===== config.mk =====
export PLATFORM = sky130hd
export DESIGN_NAME = gsr_region_select
export DESIGN_NICKNAME = d
export VERILOG_FILES = /design/src/gsr_pkg.sv /design/src/gsr_region_select.sv
export SDC_FILE = /design/constraint.sdc
export NUM_CORES = 1
export LEC_CHECK = 0
export ABC_AREA = 1
export ABC_CLOCK_PERIOD_IN_PS = 800
export BUFFER_PORTS_ARGS = -buffer_cell sky130_fd_sc_hd__buf_4
export CAP_MARGIN = 30
export CORE_AREA = 10 10 47 49
export DETAILED_ROUTE_END_ITERATION = 10
export DIE_AREA = 0 0 57 59
export PLACE_DENSITY = 0.3
export SETUP_SLACK_MARGIN = 0.5
export SLEW_MARGIN = 15
export SYNTH_ARGS = -nofsm -noshare
export SYNTH_HDL_FRONTEND = slang
export SYNTH_SLANG_ARGS = --single-unit

===== constraint.sdc =====
create_clock -name vclk -period 0.8
set_input_delay 0.08 -clock vclk [all_inputs]
set_output_delay 0.08 -clock vclk [all_outputs]
set_load 0.01 [all_outputs]

===== src/gsr_pkg.sv =====
// Shared types and codes for the 2D simplex reduction pipeline.
package gsr_pkg;

    // Vertex count codes on the input and on the result.
    localparam logic [1:0] CNT_NONE     = 2'd0;
    localparam logic [1:0] CNT_VERTEX   = 2'd1;
    localparam logic [1:0] CNT_EDGE     = 2'd2;
    localparam logic [1:0] CNT_TRIANGLE = 2'd3;

    // Original vertex codes reported in the slot fields.
    localparam logic [1:0] SRC_A = 2'd0;
    localparam logic [1:0] SRC_B = 2'd1;
    localparam logic [1:0] SRC_C = 2'd2;

    // Voronoi region that holds the query point.
    typedef enum logic [2:0] {
        REG_A,
        REG_B,
        REG_C,
        REG_AB,
        REG_BC,
        REG_CA,
        REG_ABC
    } t_region;

    // Sign tests that decide the region. A "le" flag means the weight is at most zero;
    // an "out" flag means the query lies on the outer side of that edge or on its line.
    typedef struct packed {
        logic [1:0] count;
        logic       vab_le;
        logic       uab_le;
        logic       vbc_le;
        logic       ubc_le;
        logic       vca_le;
        logic       uca_le;
        logic       ab_out;
        logic       bc_out;
        logic       ca_out;
    } t_region_flags;

endpackage


===== src/gsr_region_select.sv =====
// Region decision of the simplex reduction from the weight sign tests.
module gsr_region_select
    import gsr_pkg::*;
(
    input  t_region_flags i_flags,
    output t_region       o_region
);

    // Vertex regions first, then edge regions, the full triangle last.
    always_comb begin
        o_region = REG_A;
        unique case (i_flags.count)
            CNT_EDGE: begin
                priority if (i_flags.vab_le) begin
                    o_region = REG_A;
                end else if (i_flags.uab_le) begin
                    o_region = REG_B;
                end else begin
                    o_region = REG_AB;
                end
            end
            CNT_TRIANGLE: begin
                priority if (i_flags.vab_le && i_flags.uca_le) begin
                    o_region = REG_A;
                end else if (i_flags.uab_le && i_flags.vbc_le) begin
                    o_region = REG_B;
                end else if (i_flags.ubc_le && i_flags.vca_le) begin
                    o_region = REG_C;
                end else if (!i_flags.uab_le && !i_flags.vab_le && i_flags.ab_out) begin
                    o_region = REG_AB;
                end else if (!i_flags.ubc_le && !i_flags.vbc_le && i_flags.bc_out) begin
                    o_region = REG_BC;
                end else if (!i_flags.uca_le && !i_flags.vca_le && i_flags.ca_out) begin
                    o_region = REG_CA;
                end else begin
                    o_region = REG_ABC;
                end
            end
            default: begin
                o_region = REG_A;
            end
        endcase
    end

endmodule


==> metrics.yaml <==
status:
  status: "finished, violations left"
  violations: "setup timing"
placed_design:
  io_buffers: 14
  dpl_cell_area_um2: 273
  pre_cts_slack_ns: -0.0897
  place_congestion: 0.736
  place_inst: 57
  dp_hpwl_um: 567
hold_path:
  hold_end: "o_region[1]"
  hp-class: "in -> out"
  hp-start: "i_flags[7]"
  hold_depth: 3
worst_setup_path:
  crit_family: "simple AND/OR/NAND/NOR gates"
  cp_max_fo: 2
  cp-end-kind: "primary output"
  critPathLaunchType: "input pin"
  cp_cell_sequence: "buf_8 > nor2_4 > nand2_2 > nand2_2 > nand2_1 > nand2_1 > nand2_1 > nand2_1 > nand2_2 > buf_6"
  cpPeakStageDelay_ns: 0.11
  critPathKind: "in -> out"
  path_common_cell: "nand2_1"
  worstPathArrival_ns: 0.76
  cp.buffers_inverters: 2
  required_ns: 0.72
  cp_slowest_cell: "buf_6"
power:
  peakVddDrop_mv: 0.0769
  power.density_mw_per_mm2: 504
  total_power_mw: 0.177
  p_leak_nw: 0.164
global_route:
  grt_util_met3: 0.0150
  met2_usage: 0.0682
  grtUsageTotal: 0.0311
  grt_start_max_net_pins: 4
  grt_pass1_vias: 227
  grt_pass1_wl_um: 910
  antenna_found_initial: 0
  use_met1: 0.0250
  grt-busiest-layer: "met2"
  globalRouteOverflowTotal: 0
floorplan:
  start_util: 0.0732
  core_area_mm2: 0.00140
  die_w_um: 57
  boundaryPins: 14
  dieArea_mm2: 0.00336
  num_rows: 14
  fp.dieH_um: 59
synthesis:
  synth_area_um2: 103
  netlist.area_leader.share: 0.585
  syn-num-nets: 37
  netlist_instances: 26
  synth_cell_types: 5
  yosysWarningCount: 0
  muxShareOfSynthArea: 0
  syn_avg_cell_area_um2: 3.95
  synthSimpleGateAreaFrac: 0.805
  synth_xor_area_frac: 0
  synth_compound_area_frac: 0.159
  synth_top_family_by_area: "simple AND/OR/NAND/NOR gates"
  yosys.area.top_type: "nand2_1"
  seq_area_frac_synth: 0
  synth-adder-area-share: 0
  synthTopCellsByArea: "nand2_1 (59%), nor2_1 (22%), a21oi_1 (9.8%)"
timing:
  setup_viol: 2
  tightest_slew_ns: 0.135
  finalCriticalPeriod_ns: 0.839
  hold_viol: 0
  rsz0062_at_grt: "true"
  period_share: 1.05
  max_freq_ghz: 1.19
  finalSetupTns_ns: -0.0661
  whs_ns: 0.480
  final.setup.worst_slack_ns: -0.0387
  slew_headroom: 0.910
  drv_slew: 0
final_layout:
  syn_to_final_growth_pct: 243
  most-common-layout-cells: "buf_4 (10), nand2_2 (9), nand2_1 (6)"
  nets: 55
  layout.cells.non_filler: 58
  post_route_cells_drive_above_1_share: 0.810
  nClkBuffers: 0
  diodes: 0
  utilization: 0.251
  stdcell_area_um2: 352
  seq_cells: 0
  register_area_um2: 0
  final_common_cell: "buf_4"
detailed_routing:
  first_pass_iters: 1
  antenna_left: 0
  drtIter0Drc: 0
  num_vias: 218
  wl_um: 634
  routedWlPerCell_um: 10.9
  vias_per_cell: 3.76
  drc: 0
clock_network:
  hold_buffers: 0
flow_run:
  max-cap-violations: 0
[per-layer routing]
metal | up-vias | wire length, um
li1 | 114 | -
met2 | 8 | 355
met3 | 0 | 85
met4 | 0 | 0
met1 | 96 | 192
met5 | - | 0
[power by group]
| group | total [mW] | internal (mW) | leakage, nW | switching [mW] |
|---|---|---|---|---|
| logic | 0.177 | 0.0988 | 0.164 | 0.0785 |
| registers | 0 | 0 | 0 | 0 |
| clock network | 0 | 0 | 0 | 0 |
[cells in the mapped netlist (all sizes together)]
master and count:
o22ai 1, nor2 6, inv 1, nand2 16
a21oi 2
[kinds of logic after synthesis]
family,Yosys count
AOI/OAI and AO/OA,3
buffers and inverters,1
and+or+nand+nor,22
[tightest hold or removal path: cells and delay by family]
| kind | cells | cell delay (ns) |
|---|---|---|
| compound gates | 1 | 0.08 |
| buf+inv | 2 | 0.23 |
[timing repair]
item	in CTS	in global routing
hold endpoints to repair	0	0
gates resized for setup	6	15
pin swaps	2	8
cloned	0	0
endpoints found under the setup margin	3	3
buffers inserted	0	1
[worst max-delay path by stage]
stage / from / endpoint / cells past startpoint
3_3_place_gp: i_flags[3] / o_region[0] / 11
2_1_floorplan: i_flags[5] / o_region[0] / 8
3_5_place_dp: i_flags[3] / o_region[0] / 11
4_1_cts: i_flags[3] / o_region[0] / 11
6_report: i_flags[6] / o_region[0] / 10
5_1_grt: i_flags[4] / o_region[1] / 6
[area by class of cell]
cell class                 count  area, um^2
inverter                       1        11.3
timing repair buffer          16         150
multi-input combinational     25         170
tap                           16        20.0
fill                         166        1050
No activity file was read; power rests on OpenSTA's default activity.
